==> src/rtl/rsi_pkg.sv <==
// ----------------------------------------------------------------------------
// rsi_pkg
// Shared constants and width helpers for the ray/sphere intersection core.
// ----------------------------------------------------------------------------
package rsi_pkg;

    localparam int COORD_WIDTH_DEF = 32;
    localparam int FRAC_BITS_DEF   = 16;
    localparam int QUEUE_DEPTH     = 2;

    // width of the signed dot product L.D
    function automatic int dot_width(input int w);
        return 2 * w + 3;
    endfunction

    // width of the square root operand, always even
    function automatic int rad_width(input int w);
        return 4 * w + 6;
    endfunction

endpackage

==> src/rtl/rsi_queue.sv <==
// ----------------------------------------------------------------------------
// rsi_queue
// Short queue between the front and back pipelines, registered head.
// ----------------------------------------------------------------------------
module rsi_queue #(
    parameter int DATA_WIDTH = 8,
    parameter int DEPTH      = rsi_pkg::QUEUE_DEPTH
) (
    input  logic                  i_clk,
    input  logic                  i_rst_n,
    input  logic                  i_push,
    input  logic [DATA_WIDTH-1:0] i_data,
    output logic                  o_full,
    output logic                  o_vld,
    output logic [DATA_WIDTH-1:0] o_data
);
    import rsi_pkg::*;

    localparam int CW = $clog2(DEPTH + 1);
    localparam int PW = (DEPTH > 1) ? $clog2(DEPTH) : 1;
    localparam logic [PW-1:0] LAST = PW'(DEPTH - 1);

    logic [DATA_WIDTH-1:0] r_mem [DEPTH];
    logic [PW-1:0]         r_wr, r_rd;
    logic [CW-1:0]         r_count, n_count;
    logic                  r_vld;
    logic                  n_pop;

    // the back end never stalls, so any stored item leaves at once
    assign n_pop   = (r_count != '0);
    assign n_count = r_count + CW'(i_push) - CW'(n_pop);
    assign o_full  = (r_count == CW'(DEPTH));
    assign o_vld   = r_vld;

    // pointers and fill
    always_ff @(posedge i_clk) begin
        if (!i_rst_n) begin
            r_wr    <= '0;
            r_rd    <= '0;
            r_count <= '0;
            r_vld   <= 1'b0;
        end else begin
            r_count <= n_count;
            r_vld   <= n_pop;
            if (i_push) begin
                r_wr <= (r_wr == LAST) ? '0 : r_wr + PW'(1);
            end
            if (n_pop) begin
                r_rd <= (r_rd == LAST) ? '0 : r_rd + PW'(1);
            end
        end
    end

    // storage write and registered head read
    always_ff @(posedge i_clk) begin
        if (i_push) begin
            r_mem[r_wr] <= i_data;
        end
        if (n_pop) begin
            o_data <= r_mem[r_rd];
        end
    end

`ifndef SYNTHESIS
    a_count_bound: assert property (@(posedge i_clk) disable iff (!i_rst_n)
        r_count <= CW'(DEPTH))
        else $error("queue fill beyond depth");
    a_no_overflow: assert property (@(posedge i_clk) disable iff (!i_rst_n)
        !(i_push && o_full && !n_pop))
        else $error("push into full queue");
`endif

endmodule

==> config.mk <==
export PLATFORM = sky130hd
export DESIGN_NAME = rsi_queue
export DESIGN_NICKNAME = d
export VERILOG_FILES = /design/src/rtl/rsi_pkg.sv /design/src/rtl/rsi_queue.sv
export SDC_FILE = /design/constraint.sdc
export NUM_CORES = 1
export LEC_CHECK = 0
export BUFFER_PORTS_ARGS = -buffer_cell sky130_fd_sc_hd__buf_2
export CELL_PAD_IN_SITES_DETAIL_PLACEMENT = 1
export CELL_PAD_IN_SITES_GLOBAL_PLACEMENT = 2
export CORE_MARGIN = 2
export CORE_UTILIZATION = 30
export CTS_CLUSTER_DIAMETER = 150
export DETAILED_ROUTE_END_ITERATION = 8
export PLACE_DENSITY_LB_ADDON = 0.1
export SLEW_MARGIN = 10
export SYNTH_ARGS = -nofsm -noshare
export SYNTH_HDL_FRONTEND = slang
export SYNTH_SLANG_ARGS = --single-unit
export TNS_END_PERCENT = 20
==> constraint.sdc <==
create_clock -name i_clk -period 1.6 [get_ports i_clk]
set_input_delay 0.32 -clock i_clk [delete_from_list [all_inputs] [get_ports i_clk]]
set_output_delay 0.32 -clock i_clk [all_outputs]
set_load 0.05 [all_outputs]
Word level (Yosys, flattened, before mapping) --
Memories as Yosys holds them, arrays and structs flattened. A register that Yosys moved wholly into a read port is not among the register bits. Index checks and enable logic that the tools add are counted.
Word-level totals: bits in registers 5, memory bits (writable) 16, bits in read-only memories 0, memories kept 1, bits in latches 0, word-level logic and storage cells 15
Memory list:
- r_mem | words 2, bits a word 8, read ports 1, clocked after Yosys merged registers in 1, wr ports 1, line rsi_queue.sv:23 | logic [DATA_WIDTH-1:0] r_mem [DEPTH];
Operators by class: equality and inequality tests 1, shifts and indexed selects 0, reduce and logical (&&, ||, !) cells 1, $lt $le $gt $ge 0, bitwise logic cells 0, $add $sub $neg 4, muxes and demuxes 4, multipliers 0, div/mod/pow operators 0
Operator list (count):
- 2-to-1 mux 1 bit | 4
- adder 1 bit (second input constant) | 2
- adder 2 x 1 -> 2 bit | 1
- == test 2 bit (second input constant) | 1
- nonzero test 2 bit | 1
- subtractor 2 x 1 -> 2 bit | 1

Depth between registers and ports, before layout --
depth in word-level cells 2, depth in mapped cells 4, depth with buffers taken out 4

Worst setup path after synthesis --
OpenSTA, ideal clock, no wires.
path type register -> output, from reg r_count[1], to out o_full, arrival 1.078 ns, path buffers 0, slack 0.202 ns, cell stages (with the launch flop) 2, cell sequence dfxtp_1 nor2b_1
Between the ends: word-level cells in the longest chain between the ends 1
Ends and longest elaborated chain:
- start, declared | line rsi_queue.sv:25 | logic [CW-1:0] r_count, n_count;
- start signal, assigned | line rsi_queue.sv:43 | r_count <= n_count;
- == test 2 bit | line rsi_queue.sv:32 | assign o_full = (r_count == CW'(DEPTH));
- end, declared | line rsi_queue.sv:13 | output logic o_full,
Every way passes these cells.

Worst setup path in the final report --
Same ends and word-level chain as after synthesis.

==> results.txt <==
The final-report hold violation count was 0. For the number of clock sinks, the log shows 29. The maximum buffer depth of the clock tree is 2, and the relative slew slack is 0.723. The share of total power consumed by net switching came out at 0.237.

The tools report the final-report max-slew violation count as 0. Counting every net in the synthesized netlist gives 67. The run gives 2 as the first-iteration detailed-routing DRC count. In this run the power spent charging and discharging nets is 0.000329 W. Post-CTS timing repair inserted 0 buffers for setup. The startpoint identified for the worst register-to-register timing path is r_rd. Relative to the synthesized area, the layout overhead comes to 20.5%.

The depth of the worst hold-timing path works out to 1. The endpoint with the worst hold slack was r_mem[1][1]. The run gives 1600 µm as the final wirelength. The number of diodes came out at 0. The worst setup path is launched from a register. During I/O placement, the number of pins put on the boundary was 21. Once the clock tree was built, the resizer swapped 0 gates to a different size.

The count of cells along the worst register-to-register path works out to 1. The count of cells in the finished layout, fillers not included, comes to 130. The tools report the initial antenna violation count as 0.

The top cell type by total area after synthesis was sky130_fd_sc_hd__edfxtp_1. The time the final worst path needs with I/O delays and setup is 1.47 ns, and the clock transition at the registers of the reported paths is 0.09 ns. The slew of the pin with the lowest slew margin came out at 0.415 ns.

The tools report the logic gate share of total power as 0.084. Once detail routing completed, the nets flagged for antenna violations numbered 0. At the later pin of the worst-skew pair, clock insertion delay measures 0.33 ns. Data on the critical path arrives at its endpoint at 1.15 ns.

The part of the Yosys area used for sequential elements is 0.794. The cell-internal power was 0.00106 W. Including well taps, the total number of placed cells is 122. After the last flow step, the layout net total stands at 95. Entering global routing, the biggest net connects 11 pins.

For this run, the number of Yosys warnings is 0. The initial core utilization was 0.312. The die covers 0.00393 mm².

STA classifies the critical path endpoint as a primary output. Dividing total power by cell area gives a power density of 1120 mW/mm². Buffers inserted during clock tree synthesis total 5. The top fanout value on the critical path is 6, and the remaining routing DRC violations is 0. The logs give 0 ns for the post-route setup TNS and 0 for the final count of negative-setup-slack endpoints.

Data on the critical path is required at its endpoint by 1.28 ns. Average wire per standard cell: 12.3 µm. For this design the static power due to leakage is 0.478 nW. The run gives 0.00992 ns as the clock skew. The share of layout cells above drive strength 1 works out to 0.440.

TritonCTS built the clock tree. The type of the most critical hold path was in2reg. From bottom edge to top edge, the die measures 62.7 µm. The overall track demand over capacity in global routing came out at 0.0984. After synthesis the netlist holds a flip-flop and latch count of 29. The via count of the first global-routing pass is 576, and the total half-perimeter wirelength after legalization and detailed placement is 1120 µm. In this run, post-CTS hold repair placed 0 buffers.

The run gives 0.628 as the relative contribution of sequential cells to total power. Fraction of post-synthesis cell area in the top cell type by area: 0.697. The synthesized netlist cell count is 55, and the area of the mapped netlist is 0.00103 mm². The post-synthesis average cell area is 18.8 µm².

Clock tree root buffer cell: sky130_fd_sc_hd__clkbuf_4. The port buffer count is 20. Ranked by total cell area, the synthesized netlist is headed by sky130_fd_sc_hd__edfxtp_1, sky130_fd_sc_hd__dfxtp_1, sky130_fd_sc_hd__mux2_2.

The final global-route overflow total came out at 0. The clock tree synthesis step divided the H-tree into 2 levels. The first global-routing pass estimated 2700 µm of wire. Filler cell count: 375. The run finished with clean final reports. The part of the cycle the worst path needs was 0.917. After floorplanning, the core was divided into 21 placement rows. The peak supply drop came out at 0.329 mV. The worst hold path begins at i_data[1].

In this run the horizontal extent of the chip is 62.7 µm. Setup repair after global routing left no endpoint under its margin. For this run, the top clock speed supported by timing is 0.681 GHz. For the clock share of power, the log shows 0.287. Using the TritonRoute via totals, the vias-per-cell ratio works out to 4.12. The tools report the total iterations of the first detailed-routing run as 3. The tools report the routability congestion estimate as 0.637. The worst register-to-register path ends at o_data[5].

The number of unique standard cell types used by synthesis came out at 15. Worst setup slack for register-to-register paths: 0.39 ns. The tool flagged a number of max-cap violations equal to 0.

The logs give 536 for the via count of the routed design and 0.00331 mm² for the total core area. The critical path is of the reg2out type.
==> cells by family after synthesis <==
kind of cell | synth area share
compound gates | 0.0121
fa+ha+maj | 0.0121
buf+inv | 0.0109
flops | 0.794
mux | 0.0969
simple gates | 0.0739
==> how the worst max path moves through the flow <==
stage / cells after the start / slack (ns) / end / start
global placement: 1 / 0.38 / o_data[5] / r_rd
floorplan: 1 / 0.20 / o_full / r_count[1]
detailed placement: 1 / 0.36 / o_data[3] / r_rd
CTS: 2 / 0.1 / o_full / r_count[1]
global route: 2 / 0.04 / o_full / r_count[1]
finish: 2 / 0.13 / o_full / r_count[1]
==> through the flow <==
| step | setup WS [ns] | cell area [µm²] | power (W) | utilization | hold WS (ns) |
|---|---|---|---|---|---|
| finish | 0.132 | 1240 | 0.00139 | 0.376 | 0.171 |
| global route | 0.0434 | 1240 | 0.00146 | 0.376 | 0.148 |
| CTS | 0.0957 | 1240 | 0.00143 | 0.376 | 0.152 |
| detailed placement | 0.361 | 1190 | 0.00101 | 0.361 | 0.513 |
| global placement | 0.377 | 1190 | 0.00101 | 0.361 | 0.509 |
| floorplan | 0.202 | 1030 | 0.000971 | - | 0.419 |
==> flip-flops by register name, indices dropped and copies added (netlist names) <==
name,cells
r_wr,1
o_vld,1
r_rd,1
r_count,2
r_mem,16
o_data,8
==> synth_stat cells (all sizes together) <==
cell type  count
and2           3
and3           1
buf            1
dfxtp          5
edfxtp        24
ha             1
mux2           8
mux2i          1
nand2          2
nand2b         1
nor2b          4
o21a           1
o21ai          1
or2            1
or3            1
==> layer usage <==
metal,vias to the layer above,GRT usage,wire [µm]
li1,263,-,-
met1,249,0.107,669
met2,17,0.138,743
met3,7,0.0541,127
met4,0,0.0833,63
met5,-,0,0
==> power groups by stage <==
stage	logic [W]	clock network (W)	registers, W
2_1_floorplan	0.0000460	0	0.000925
3_3_place_gp	0.000118	0	0.000893
3_5_place_dp	0.000120	0	0.000894
4_1_cts	0.000121	0.000429	0.000876
5_1_grt	0.000129	0.000449	0.000880
6_report	0.000117	0.000400	0.000875
==> area by class of cell <==
cell class	count	area, µm²	area share
clock buffer	5	37.5	0.0302
multi-input combinational	25	201	0.162
tap	46	57.6	0.0462
clock inverter	3	12.5	0.0101
sequential	29	821	0.659
timing repair buffer	22	115	0.0925
==> cells in the final DEF (no fill, tap or decap), types with 2 or more instances in the layout <==
| cell type | count |
|---|---|
| sky130_fd_sc_hd__and2_1 | 3 |
| sky130_fd_sc_hd__buf_2 | 20 |
| sky130_fd_sc_hd__buf_4 | 2 |
| sky130_fd_sc_hd__clkbuf_4 | 5 |
| sky130_fd_sc_hd__clkinv_1 | 2 |
| sky130_fd_sc_hd__dfxtp_1 | 5 |
| sky130_fd_sc_hd__edfxtp_1 | 24 |
| sky130_fd_sc_hd__mux2_2 | 8 |
| sky130_fd_sc_hd__nand2_1 | 2 |
| sky130_fd_sc_hd__nor2b_1 | 4 |
==> critical path: stages, from the launching register on <==
cell	delay (ns)
sky130_fd_sc_hd__dfxtp_1	0.41
sky130_fd_sc_hd__nor2b_1	0.15
sky130_fd_sc_hd__buf_2	0.27
No activity file was read; power rests on OpenSTA's default activity.
